`config.mk`:
```
export PLATFORM = sky130hd
export DESIGN_NAME = packet_duplicate_cache_flat
export DESIGN_NICKNAME = d
export VERILOG_FILES = /design/src/rtl/pdc_pkg.sv /design/src/rtl/pdc_ifs.sv /design/src/rtl/pdc_ram.sv /design/src/rtl/pdc_scan.sv /design/src/rtl/packet_duplicate_cache.sv /design/src/flat_wrapper.sv
export VERILOG_INCLUDE_DIRS = /design/src /design/src/rtl
export SDC_FILE = /design/constraint.sdc
export NUM_CORES = 2
export LEC_CHECK = 0
export ABC_CLOCK_PERIOD_IN_PS = 10600
export BUFFER_PORTS_ARGS = -buffer_cell sky130_fd_sc_hd__buf_2
export CELL_PAD_IN_SITES_DETAIL_PLACEMENT = 0
export CELL_PAD_IN_SITES_GLOBAL_PLACEMENT = 1
export CORE_UTILIZATION = 59
export CTS_BUF_LIST = sky130_fd_sc_hd__clkbuf_4 sky130_fd_sc_hd__clkbuf_8
export DETAILED_ROUTE_END_ITERATION = 10
export PLACE_DENSITY_LB_ADDON = 0.05
export SLEW_MARGIN = 0
export SYNTH_ARGS = -nofsm -noshare
export SYNTH_HDL_FRONTEND = slang
export SYNTH_SLANG_ARGS = --single-unit
```
`constraint.sdc`:
```
create_clock -name clk -period 10.6 [get_ports clk]
set_input_delay 1.06 -clock clk [delete_from_list [all_inputs] [get_ports clk]]
set_output_delay 1.06 -clock clk [all_outputs]
set_load 0.02 [all_outputs]
```
`src/rtl/packet_duplicate_cache_defines.svh`:
```
// -----------------------------------------------------------------------------
// Packet duplicate cache assertion macros
// Shared assertion macros for the duplicate packet filter.
// -----------------------------------------------------------------------------
`ifndef PACKET_DUPLICATE_CACHE_DEFINES_SVH
`define PACKET_DUPLICATE_CACHE_DEFINES_SVH

`ifndef NO_ASSERTIONS
`define PDC_ASSERT(lbl, prop, msg) \
	lbl: assert property (@(posedge clk) disable iff (!arst_n) prop) else $error(msg);
`define PDC_NEVER(lbl, cond, msg) \
	lbl: assert property (@(posedge clk) disable iff (!arst_n) !(cond)) else $error(msg);
`else
`define PDC_ASSERT(lbl, prop, msg)
`define PDC_NEVER(lbl, cond, msg)
`endif

`endif

```
`src/rtl/pdc_pkg.sv`:
```
// -----------------------------------------------------------------------------
// Packet duplicate cache package
// Sizes, types and status records shared by the duplicate packet filter.
// -----------------------------------------------------------------------------
package pdc_pkg;

	localparam int CACHE_DEPTH  = 64;
	localparam int ID_WIDTH     = 16;
	localparam int SERIAL_WIDTH = 32;
	localparam int CFG_WIDTH    = 7;
	localparam int CFG_RESET    = 64;

	localparam int IDX_WIDTH    = (CACHE_DEPTH > 1) ? $clog2(CACHE_DEPTH) : 1;
	localparam int CNT_WIDTH    = $clog2(CACHE_DEPTH + 1);
	localparam int SIZE_WIDTH   = (CFG_WIDTH > CNT_WIDTH) ? CFG_WIDTH : CNT_WIDTH;
	localparam int ENTRY_WIDTH  = ID_WIDTH + SERIAL_WIDTH;

	typedef logic [ID_WIDTH-1:0]     id_t;
	typedef logic [SERIAL_WIDTH-1:0] serial_t;
	typedef logic [CFG_WIDTH-1:0]    cfg_t;
	typedef logic [CNT_WIDTH-1:0]    cnt_t;
	typedef logic [IDX_WIDTH-1:0]    idx_t;
	typedef logic [ENTRY_WIDTH-1:0]  entry_t;

	typedef struct packed {
		logic valid;
		logic seen;
	} res_t;

	typedef struct packed {
		logic idle;
		cnt_t fill_count;
	} stat_t;

endpackage

```
`src/rtl/pdc_ifs.sv`:
```
// -----------------------------------------------------------------------------
// Packet duplicate cache channels
// Valid/ready channels for packets, verdicts and the size register.
// -----------------------------------------------------------------------------
interface pdc_in_if;
	import pdc_pkg::*;

	logic    valid;
	logic    ready;
	id_t     sender_id;
	serial_t serial_number;

	modport source (output valid, output sender_id, output serial_number, input ready);
	modport sink (input valid, input sender_id, input serial_number, output ready);
endinterface

interface pdc_out_if;
	logic valid;
	logic ready;
	logic seen_before;

	modport source (output valid, output seen_before, input ready);
	modport sink (input valid, input seen_before, output ready);
endinterface

interface pdc_cfg_if;
	import pdc_pkg::*;

	logic valid;
	logic ready;
	cfg_t cache_size;

	modport source (output valid, output cache_size, input ready);
	modport sink (input valid, input cache_size, output ready);
endinterface

```
`src/rtl/pdc_ram.sv`:
```
// -----------------------------------------------------------------------------
// Generic RAM
// Single write port, single read port, registered read data.
// -----------------------------------------------------------------------------
module pdc_ram #(
	parameter int WIDTH = 8,
	parameter int DEPTH = 16
) (
	input  logic                                        clk,
	input  logic                                        we,
	input  logic [((DEPTH > 1) ? $clog2(DEPTH) : 1)-1:0] waddr,
	input  logic [WIDTH-1:0]                            wdata,
	input  logic                                        re,
	input  logic [((DEPTH > 1) ? $clog2(DEPTH) : 1)-1:0] raddr,
	output logic [WIDTH-1:0]                            rdata
);
	logic [WIDTH-1:0] mem_q [DEPTH];

	always_ff @(posedge clk) begin
		if (we) begin
			mem_q[waddr] <= wdata;
		end
		if (re) begin
			rdata <= mem_q[raddr];
		end
	end
endmodule

```
`src/rtl/pdc_scan.sv`:
```
// -----------------------------------------------------------------------------
// Packet duplicate cache sequencer
// Walks the filled entries through one comparator, then records a new pair on a miss.
// -----------------------------------------------------------------------------
module pdc_scan (
	input  logic            clk,
	input  logic            arst_n,
	pdc_in_if.sink          pkt,
	input  pdc_pkg::cfg_t   cache_size,
	output pdc_pkg::res_t   res,
	input  logic            res_take,
	output pdc_pkg::stat_t  stat,
	output logic            rd_en,
	output pdc_pkg::idx_t   rd_addr,
	input  pdc_pkg::entry_t rd_data,
	output logic            wr_en,
	output pdc_pkg::idx_t   wr_addr,
	output pdc_pkg::entry_t wr_data
);
	import pdc_pkg::*;

	localparam logic [1:0] ST_IDLE  = 2'd0;
	localparam logic [1:0] ST_SCAN  = 2'd1;
	localparam logic [1:0] ST_WRITE = 2'd2;
	localparam logic [1:0] ST_DONE  = 2'd3;

	logic [1:0]            state_q;
	entry_t                key_q;
	cnt_t                  idx_q;
	logic                  cmp_vld_q;
	logic                  seen_q;
	cnt_t                  fill_q;
	idx_t                  oldest_q;

	logic [SIZE_WIDTH-1:0] cfg_ext;
	cnt_t                  size_c;
	logic                  full_c;
	cnt_t                  oldest_ext;
	cnt_t                  slot_c;
	cnt_t                  next_c;
	idx_t                  oldest_next;
	logic                  hit_c;

	always_comb begin
		cfg_ext = SIZE_WIDTH'(cache_size);
		if (cfg_ext == '0) begin
			size_c = CNT_WIDTH'(1);
		end else if (cfg_ext > SIZE_WIDTH'(CACHE_DEPTH)) begin
			size_c = CNT_WIDTH'(CACHE_DEPTH);
		end else begin
			size_c = CNT_WIDTH'(cfg_ext);
		end
	end

	always_comb begin
		full_c      = (fill_q >= size_c);
		oldest_ext  = CNT_WIDTH'(oldest_q);
		slot_c      = (oldest_ext >= size_c) ? '0 : oldest_ext;
		next_c      = slot_c + CNT_WIDTH'(1);
		oldest_next = (next_c >= size_c) ? '0 : IDX_WIDTH'(next_c);
	end

	assign rd_en   = (state_q == ST_SCAN) && (idx_q < fill_q);
	assign rd_addr = IDX_WIDTH'(idx_q);
	assign hit_c   = cmp_vld_q && (rd_data == key_q);

	assign wr_en   = (state_q == ST_WRITE);
	assign wr_addr = full_c ? IDX_WIDTH'(slot_c) : IDX_WIDTH'(fill_q);
	assign wr_data = key_q;

	assign pkt.ready       = (state_q == ST_IDLE);
	assign res.valid       = (state_q == ST_DONE);
	assign res.seen        = seen_q;
	assign stat.idle       = (state_q == ST_IDLE);
	assign stat.fill_count = fill_q;

	always_ff @(posedge clk) begin
		if (pkt.valid && pkt.ready) begin
			key_q <= {pkt.sender_id, pkt.serial_number};
		end
	end

	always_ff @(posedge clk or negedge arst_n) begin
		if (!arst_n) begin
			state_q   <= ST_IDLE;
			idx_q     <= '0;
			cmp_vld_q <= 1'b0;
			seen_q    <= 1'b0;
			fill_q    <= '0;
			oldest_q  <= '0;
		end else begin
			unique case (state_q)
				ST_IDLE: begin
					if (pkt.valid) begin
						idx_q     <= '0;
						cmp_vld_q <= 1'b0;
						state_q   <= ST_SCAN;
					end
				end
				ST_SCAN: begin
					cmp_vld_q <= rd_en;
					if (rd_en) begin
						idx_q <= idx_q + CNT_WIDTH'(1);
					end
					if (hit_c) begin
						seen_q    <= 1'b1;
						cmp_vld_q <= 1'b0;
						state_q   <= ST_DONE;
					end else if (!rd_en && !cmp_vld_q) begin
						state_q <= ST_WRITE;
					end
				end
				ST_WRITE: begin
					if (full_c) begin
						oldest_q <= oldest_next;
					end else begin
						fill_q <= fill_q + CNT_WIDTH'(1);
					end
					seen_q  <= 1'b0;
					state_q <= ST_DONE;
				end
				ST_DONE: begin
					if (res_take) begin
						state_q <= ST_IDLE;
					end
				end
				default: begin
					state_q <= ST_IDLE;
				end
			endcase
		end
	end
endmodule

```
`src/rtl/packet_duplicate_cache.sv`:
```
// -----------------------------------------------------------------------------
// Packet duplicate cache
// Duplicate packet filter with first-in first-out replacement of cached pairs.
//
//   Channel  Dir  Payload                      Transfer
//   pkt      in   sender_id, serial_number     one per packet checked
//   verdict  out  seen_before                  one per packet checked
//   cfg      in   cache_size                   one per size register write
//
// A packet holds pkt from its transfer until its verdict is registered, and
// its walk covers fill entries, the number of cached entries: the entries are
// read one a cycle through the single read port of the cache RAM and checked
// by one comparator. A match ends the walk early. A miss then writes the pair.
// No clearing pass follows reset; only filled entries are ever read.
// The verdict register lets a new packet start while the last verdict waits.
// -----------------------------------------------------------------------------
`include "packet_duplicate_cache_defines.svh"

module packet_duplicate_cache (
	input  logic       clk,
	input  logic       arst_n,
	pdc_in_if.sink     pkt,
	pdc_out_if.source  verdict,
	pdc_cfg_if.sink    cfg
);
	import pdc_pkg::*;

	cfg_t   size_q;
	res_t   res;
	stat_t  stat;
	logic   take;
	logic   out_valid_q;
	logic   out_seen_q;
	logic   rd_en;
	idx_t   rd_addr;
	entry_t rd_data;
	logic   wr_en;
	idx_t   wr_addr;
	entry_t wr_data;

	pdc_scan u_scan (
		.clk        (clk),
		.arst_n     (arst_n),
		.pkt        (pkt),
		.cache_size (size_q),
		.res        (res),
		.res_take   (take),
		.stat       (stat),
		.rd_en      (rd_en),
		.rd_addr    (rd_addr),
		.rd_data    (rd_data),
		.wr_en      (wr_en),
		.wr_addr    (wr_addr),
		.wr_data    (wr_data)
	);

	pdc_ram #(
		.WIDTH (ENTRY_WIDTH),
		.DEPTH (CACHE_DEPTH)
	) u_ram (
		.clk   (clk),
		.we    (wr_en),
		.waddr (wr_addr),
		.wdata (wr_data),
		.re    (rd_en),
		.raddr (rd_addr),
		.rdata (rd_data)
	);

	assign cfg.ready = stat.idle;

	always_ff @(posedge clk or negedge arst_n) begin
		if (!arst_n) begin
			size_q <= CFG_WIDTH'(CFG_RESET);
		end else if (cfg.valid && cfg.ready) begin
			size_q <= cfg.cache_size;
		end
	end

	assign take                = res.valid && (!out_valid_q || verdict.ready);
	assign verdict.valid       = out_valid_q;
	assign verdict.seen_before = out_seen_q;

	always_ff @(posedge clk or negedge arst_n) begin
		if (!arst_n) begin
			out_valid_q <= 1'b0;
			out_seen_q  <= 1'b0;
		end else if (take) begin
			out_valid_q <= 1'b1;
			out_seen_q  <= res.seen;
		end else if (verdict.ready) begin
			out_valid_q <= 1'b0;
		end
	end

	`PDC_NEVER(a_fill_bound, stat.fill_count > CNT_WIDTH'(CACHE_DEPTH), "fill count beyond depth")
	`PDC_ASSERT(a_fill_grows, stat.fill_count >= $past(stat.fill_count), "fill count shrank")
	`PDC_ASSERT(a_no_early_res, pkt.valid && pkt.ready |=> !res.valid, "verdict before any compare")
	`PDC_ASSERT(a_res_held, res.valid && !take |=> res.valid, "verdict dropped while blocked")

endmodule
```
`src/flat_wrapper.sv`:
```
// flat-port wrapper written by rule: the top's interface ports become plain ports
module packet_duplicate_cache_flat import pdc_pkg::*;
  (clk, arst_n, pkt_valid, pkt_sender_id, pkt_serial_number, pkt_ready, verdict_valid, verdict_seen_before, verdict_ready, cfg_valid, cfg_cache_size, cfg_ready);
  pdc_in_if pkt_i ();
  pdc_out_if verdict_i ();
  pdc_cfg_if cfg_i ();
  input  logic clk;
  input  logic arst_n;
  input wire logic [$bits(pkt_i.valid)-1:0] pkt_valid;
  input wire logic [$bits(pkt_i.sender_id)-1:0] pkt_sender_id;
  input wire logic [$bits(pkt_i.serial_number)-1:0] pkt_serial_number;
  output wire logic [$bits(pkt_i.ready)-1:0] pkt_ready;
  output wire logic [$bits(verdict_i.valid)-1:0] verdict_valid;
  output wire logic [$bits(verdict_i.seen_before)-1:0] verdict_seen_before;
  input wire logic [$bits(verdict_i.ready)-1:0] verdict_ready;
  input wire logic [$bits(cfg_i.valid)-1:0] cfg_valid;
  input wire logic [$bits(cfg_i.cache_size)-1:0] cfg_cache_size;
  output wire logic [$bits(cfg_i.ready)-1:0] cfg_ready;
  assign pkt_i.valid = pkt_valid;
  assign pkt_i.sender_id = pkt_sender_id;
  assign pkt_i.serial_number = pkt_serial_number;
  assign pkt_ready = pkt_i.ready;
  assign verdict_valid = verdict_i.valid;
  assign verdict_seen_before = verdict_i.seen_before;
  assign verdict_i.ready = verdict_ready;
  assign cfg_i.valid = cfg_valid;
  assign cfg_i.cache_size = cfg_cache_size;
  assign cfg_ready = cfg_i.ready;
  packet_duplicate_cache u_core (.clk(clk), .arst_n(arst_n), .pkt(pkt_i), .verdict(verdict_i), .cfg(cfg_i));
endmodule
```
# After elaboration in Yosys (flattened, before gate mapping)
# Memory sizes are Yosys's and may differ from the RTL's. A register that Yosys moved wholly into a read port is not among the register bits.
# Index checks and enable logic that the tools add are counted.
dict set report word_totals {
  memories 1
  ram_bits 3072
  reg_bits 81
}
dict set report classes {
  order_cmp 5
  n_reduce_logical 21
  n_eq_ne 9
  muxes 22
  n_bitwise 1
  n_addsub 3
}
# memory words width read_ports rd_ports_with_merged_regs wr line_no
set memory_table {}
lappend memory_table {u_core.u_ram.mem_q 64 48 1 1 1 pdc_ram.sv:17} ;# logic [WIDTH-1:0] mem_q [DEPTH];
# operator count
set op_table {}
lappend op_table {{$eq A48 B48 Y1} 1}
lappend op_table {{$mux W7} 4}
lappend op_table {{$mux W6} 3}
lappend op_table {{$add A7 B1 Y7 const B} 2}
lappend op_table {{$ge A7 B7 Y1} 2}
lappend op_table {{$pmux W7 S2} 1}
lappend op_table {{$mux W2} 4}
lappend op_table {{$ne A2 B2 Y1 const B} 4}
lappend op_table {{$pmux W2 S4} 1}
lappend op_table {{$reduce_and A2 Y1} 4}
lappend op_table {{$add A6 B1 Y7 const B} 1}
lappend op_table {{$ge A6 B7 Y1} 1}
lappend op_table {{$gt A7 B7 Y1 const B} 1}
lappend op_table {{$logic_not A7 Y1} 1}
lappend op_table {{$lt A7 B7 Y1} 1}
lappend op_table {{$mux W1} 7}
lappend op_table {{$logic_and A1 B1 Y1} 6}
lappend op_table {{$reduce_and A3 Y1} 2}
lappend op_table {{$reduce_bool A2 Y1} 3}
lappend op_table {{$eq A2 B2 Y1 const B} 2}
lappend op_table {{$pmux W1 S2} 2}
lappend op_table {{$logic_not A1 Y1} 3}
lappend op_table {{$ne A3 B2 Y1 const B} 1}
lappend op_table {{$eq A2 B1 Y1 const B} 1}
lappend op_table {{other kinds (3)} 3}

# Logic depth before layout (Yosys ltp)
dict set report depth {
  word_depth 8
  ltp_mapped 18
}

# By module
# From an unflattened synthesis, not the netlist that was laid out.
dict set report unflattened {
  hier_cells 5361
  hier_area_um2 122083.3
}
# mod cells_each n_inst area_per_inst_um2 seq_area_each_um2
set modules_own_cells {}
lappend modules_own_cells {pdc_ram 4970 1 117597.8 93689.9}
lappend modules_own_cells {pdc_scan 370 1 4132.7 2042.0}
lappend modules_own_cells {packet_duplicate_cache 21 1 352.8 226.5}

# Least setup slack after synthesis
# OpenSTA, ideal clock, no wires.
dict set report synth_timing {
  path_type {reg-to-reg}
  start {reg u_core.size_q[6]}
  end {mem u_core.u_ram.mem_q[36][0] in the netlist's numbering (enable)}
  setup_ps 573
  slack_ps 2936
  stages_incl_launch_ff 12
  t_arrival_ps 7092
  synth_period_minus_slack_ps 7664
  path_cell_list {dfstp_2 buf_2 inv_1 nand2_1 ha_1 a2111oi_0 o21a_1 buf_4 nor2_1 o32a_1 buf_2 nor4_1}
}
dict set report synth_between {
  elab_chain_len 6
  elab_cells_between_ends 8
  cone_classes {order compare: 3; mux: 4; reduce/logical: 1}
}
# element line_no
set synth_lines {}
lappend synth_lines {{from (decl)} packet_duplicate_cache.sv:28} ;# cfg_t size_q;
lappend synth_lines {{from (signal assigned)} packet_duplicate_cache.sv:74} ;# size_q <= CFG_WIDTH'(CFG_RESET);
lappend synth_lines {{from (signal assigned)} packet_duplicate_cache.sv:76} ;# size_q <= cfg.cache_size;
lappend synth_lines {{$gt A7 B7 Y1} pdc_scan.sv:48} ;# end else if (cfg_ext > SIZE_WIDTH'(CACHE_DEPTH)) begin
lappend synth_lines {{$mux W7} pdc_scan.sv:48}
lappend synth_lines {{$mux W7 *} pdc_scan.sv:46} ;# if (cfg_ext == '0) begin
lappend synth_lines {{$ge A6 B7 Y1} pdc_scan.sv:58} ;# slot_c = (oldest_ext >= size_c) ? '0 : oldest_ext;
lappend synth_lines {{$mux W6} pdc_scan.sv:58}
lappend synth_lines {{$mux W6 *} pdc_scan.sv:68} ;# assign wr_addr = full_c ? IDX_WIDTH'(slot_c) : IDX_WIDTH'(fill_q);
lappend synth_lines {{to (decl)} pdc_ram.sv:17}
# Mark *: on every way between the ends. The rest lies on a longest branch, timed or not.

# Worst setup path after layout
dict set report layout_timing {
  start {reg u_core.size_q[6]}
  end {mem u_core.u_ram.mem_q[13][10] in the netlist's numbering (enable)}
}
# The elaborated chain is that of the path after synthesis.

==> results by group <==
Run status
  – Status: completed

Global routing
  – GRT Util Overall: 0.309
  – Gr ovfl total: 0
  – Global-route wire length before repair: 447,000 µm
  – Vias in the first global route: 59,400
  – Initial antenna violation count: 8
  – Largest net degree at the start of global routing: 122

Flow run
  – Max-cap viol count: 0

Synth
  – Synth top area share: 0.776
  – Seq/Total Area, Yosys: 0.783
  – Ys flop type: edfxtp_1
  – EDFF count, synth: 3,168
  – Synth cell types: 61
  – Post-synth top area cell: edfxtp_1
  – Post-Syn Area: 123,000 µm²
  – Synth Instances: 5,079
  – Syn avg cell area: 24.1 µm²
  – Synth Net Count: 5,172
  – #FFs+latches synth: 3,201
  – Syn. warnings: 0
  – Asr flop ratio synth: 0.0103
  – Synth top area cells: edfxtp_1 78%, mux4_2 17%, dfrtp_1 0.65%

Final layout
  – Commonest non-fill, non-tap cells in the layout: 3,168 x edfxtp_1, 920 x mux4_2, 552 x clkbuf_8, 201 x buf_4, 156 x clkbuf_4
  – Most common cell after layout, fill and taps aside: edfxtp_1
  – Layout cells sized above 1: 0.345
  – Nets@finish: 5,716
  – Filler instances: 13,100
  – Final instance area: 137,000 µm²
  – Synth-to-layout area growth: 11.8%
  – Util after Layout: 0.667

Worst hold path
  – Hold Path Class: in -> async

Timing
  – Min Tclk post-route: 5250 ps
  – Clock Skew: 50.2 ps
  – Setup violators final: 0
  – Fmax: 190 MHz
  – Setup TNS: 0 ps
  – Slew Viols, Final: 0
  – Final period util: 0.496
  – RSZ-0062 raised after global routing: false
  – Worst rel slew slack: 0.199
  – Least-Margin Pin Slew: 1200 ps
  – Endpoints failing hold: 0

Worst setup path
  – Reg-to-reg slack, setup: 5350 ps
  – CP endpoint kind: register
  – Buf/Inv on CP: 4
  – Critical path class: reg -> reg
  – CP peak stage delay: 640 ps
  – Crit path max-delay cell type: a2111oi_0
  – Critical Path AT: 5930 ps
  – CP required: 11,280 ps
  – Worst Setup Start Kind: register
  – Crit-path cells: inv_1 -> nand2_1 -> ha_1 -> a2111oi_0 -> o21a_1 -> nor2_1 -> buf_4 -> o32a_1 -> nor3_2 -> buf_4 -> buf_4
  – Top delay family on crit path: compound AO/OA/AOI/OAI gates
  – Worst Path Max Fanout: 28
  – Worst path most repeated cell: buf_4

Die
  – Die span in x: 458 µm
  – Rows: 166
  – Core area: 206,000 µm²
  – Die ar.: 210,000 µm²
  – Die Y: 458 µm
  – Initial core utilization: 0.596
  – Ports: 64

Clock tree
  – Hold buffers post-CTS: 0
  – H-tree lvl count: 6
  – CTS Buffer Depth: 4
  – Root buffer cell: clkbuf_8
  – TritonCTS clock tree: yes
  – Cts repair resizes: 0
  – CTS Sinks: 3,201
  – Post-CTS Setup Bufs: 0
  – Number of CTS-inserted buffers: 538
  – Clock Latency Late Sink: 1080 ps
  – Clk pin slew, worst setup/hold paths: 60 ps

Route
  – Drt via density: 6.77
  – DRC: 0
  – Vias: 58,800
  – Aggregate routed wire length: 319,000 µm
  – DRT Pass-1 Iters: 5
  – Antenna-violating nets left: 0
  – Iter 0 DRT Violations: 6,984
  – Routed WL per cell: 36.8 µm

Pwr
  – PwrDens: 239 nW/µm²
  – LEAKAGE: 42.5 nW
  – IR drop worst, VDD: 181 µV

Place
  – Detailed Place HPWL: 175,000 µm
  – PortBufs: 63
  – Post-DP Area: 127,000 µm²
  – Final Wtd Congestion: 0.832
-- state kept, by name, indices dropped and copies added (netlist names) --
name / cells
u_core.verdict.seen_before: 1
u_core.u_scan.oldest_q: 6
u_core.u_scan.seen_q: 1
u_core.u_ram.mem_q: 3072
u_core.u_ram.rdata: 48
u_core.size_q: 7
u_core.verdict.valid: 1
u_core.u_scan.state_q: 2
u_core.u_scan.cmp_vld_q: 1
u_core.u_scan.wr_data: 48
u_core.u_scan.idx_q: 7
u_core.u_scan.fill_q: 7
-- cell type report --
type                       count  area (µm²)  share of cell area
sequential                  3201       96000               0.700
multi-input combinational   1587       25800               0.188
clock buffer                 708        8770              0.0640
tap                         2688        3360              0.0245
timing repair buffer         273        2000              0.0146
clock inverter               191        1120             0.00820
inverter                      22        82.6            0.000602
antenna                       10        25.0            0.000183
-- worst reg2reg max path, delay by kind of cell (launching register included) --
kind,cells,cell delay [ps]
AOI/OAI and AO/OA,3,1760
buffers and inverters,4,1510
and+or+nand+nor,3,640
DFF,1,630
adders and majority gates,1,270
-- metrics by stage --
stage / power [mW] / setup WS, ps / hold slack [ps] / std cells
after CTS: 33.0 / 5410 / 58.2 / 8670
after floorplan: 20.3 / 2940 / 472 / 5079
after global routing: 33.9 / 5110 / 95.0 / 8679
after global placement: 22.7 / 5480 / 490 / 7771
after detailed placement: 22.8 / 5450 / 497 / 7771
final: 32.8 / 5350 / 124 / 8680
-- where the power goes --
part	leakage [nW]	internal, mW	switching (mW)
clock	5.21	5.62	4.73
sequential	28.9	14.8	0.264
combinational	8.33	3.08	4.27
-- layer usage --
metal / global-route usage / vias up / wire, µm
met5: 0 / - / 13
met2: 0.488 / 3164 / 156000
met4: 0.0963 / 2 / 9400
li1: - / 23100 / -
met3: 0.0586 / 512 / 27700
met1: 0.446 / 32000 / 126000
-- synth_stat cells, types with 5 or more instances --
cell type / instances
and3_1: 9
mux2i_1: 54
dfrtp_1: 32
nor2_1: 43
a21oi_1: 43
nor2b_1: 5
o221ai_1: 18
nand2b_1: 14
o32a_1: 5
a211oi_1: 19
nand2_1: 73
o21ai_1: 6
o22ai_1: 18
o21ai_0: 22
ha_1: 33
buf_4: 9
nor4_1: 26
mux2_2: 11
buf_1: 31
and2_1: 5
inv_1: 22
nor3_1: 46
a21o_1: 8
buf_2: 102
edfxtp_1: 3168
clkbuf_1: 123
nand3_1: 18
a22oi_1: 76
mux4_2: 920
xnor2_1: 8
xor2_1: 50
-- final timing paths --
path | cells past startpoint | from | end
hold reg to reg | 1 | u_core.verdict.seen_before$_DFFE_PN0P_ | u_core.verdict.seen_before$_DFFE_PN0P_
max in group asynchronous | 1 | arst_n | u_core.u_scan.idx_q[0]$_DFFE_PN0P_
hold / removal | 1 | arst_n | u_core.u_scan.state_q[0]$_DFFE_PN0P_
setup / recovery | 11 | u_core.size_q[6]$_DFFE_PN1P_ | u_core.u_ram.mem_q[13][10]$_DFFE_PP_
setup reg to reg | 11 | u_core.size_q[6]$_DFFE_PN1P_ | u_core.u_ram.mem_q[13][10]$_DFFE_PP_
min in group clk | 1 | pkt_serial_number[26] | u_core.u_scan.wr_data[26]$_DFFE_PP_
-- cells by family after synthesis --
group	share of synthesized area
simple gates	0.0102
fa+ha+maj	0.00337
xor+xnor	0.00414
buf+inv	0.0105
compound gates	0.0146
mux	0.174
flops	0.783
Note: power is estimated with default switching activity, not from simulation.
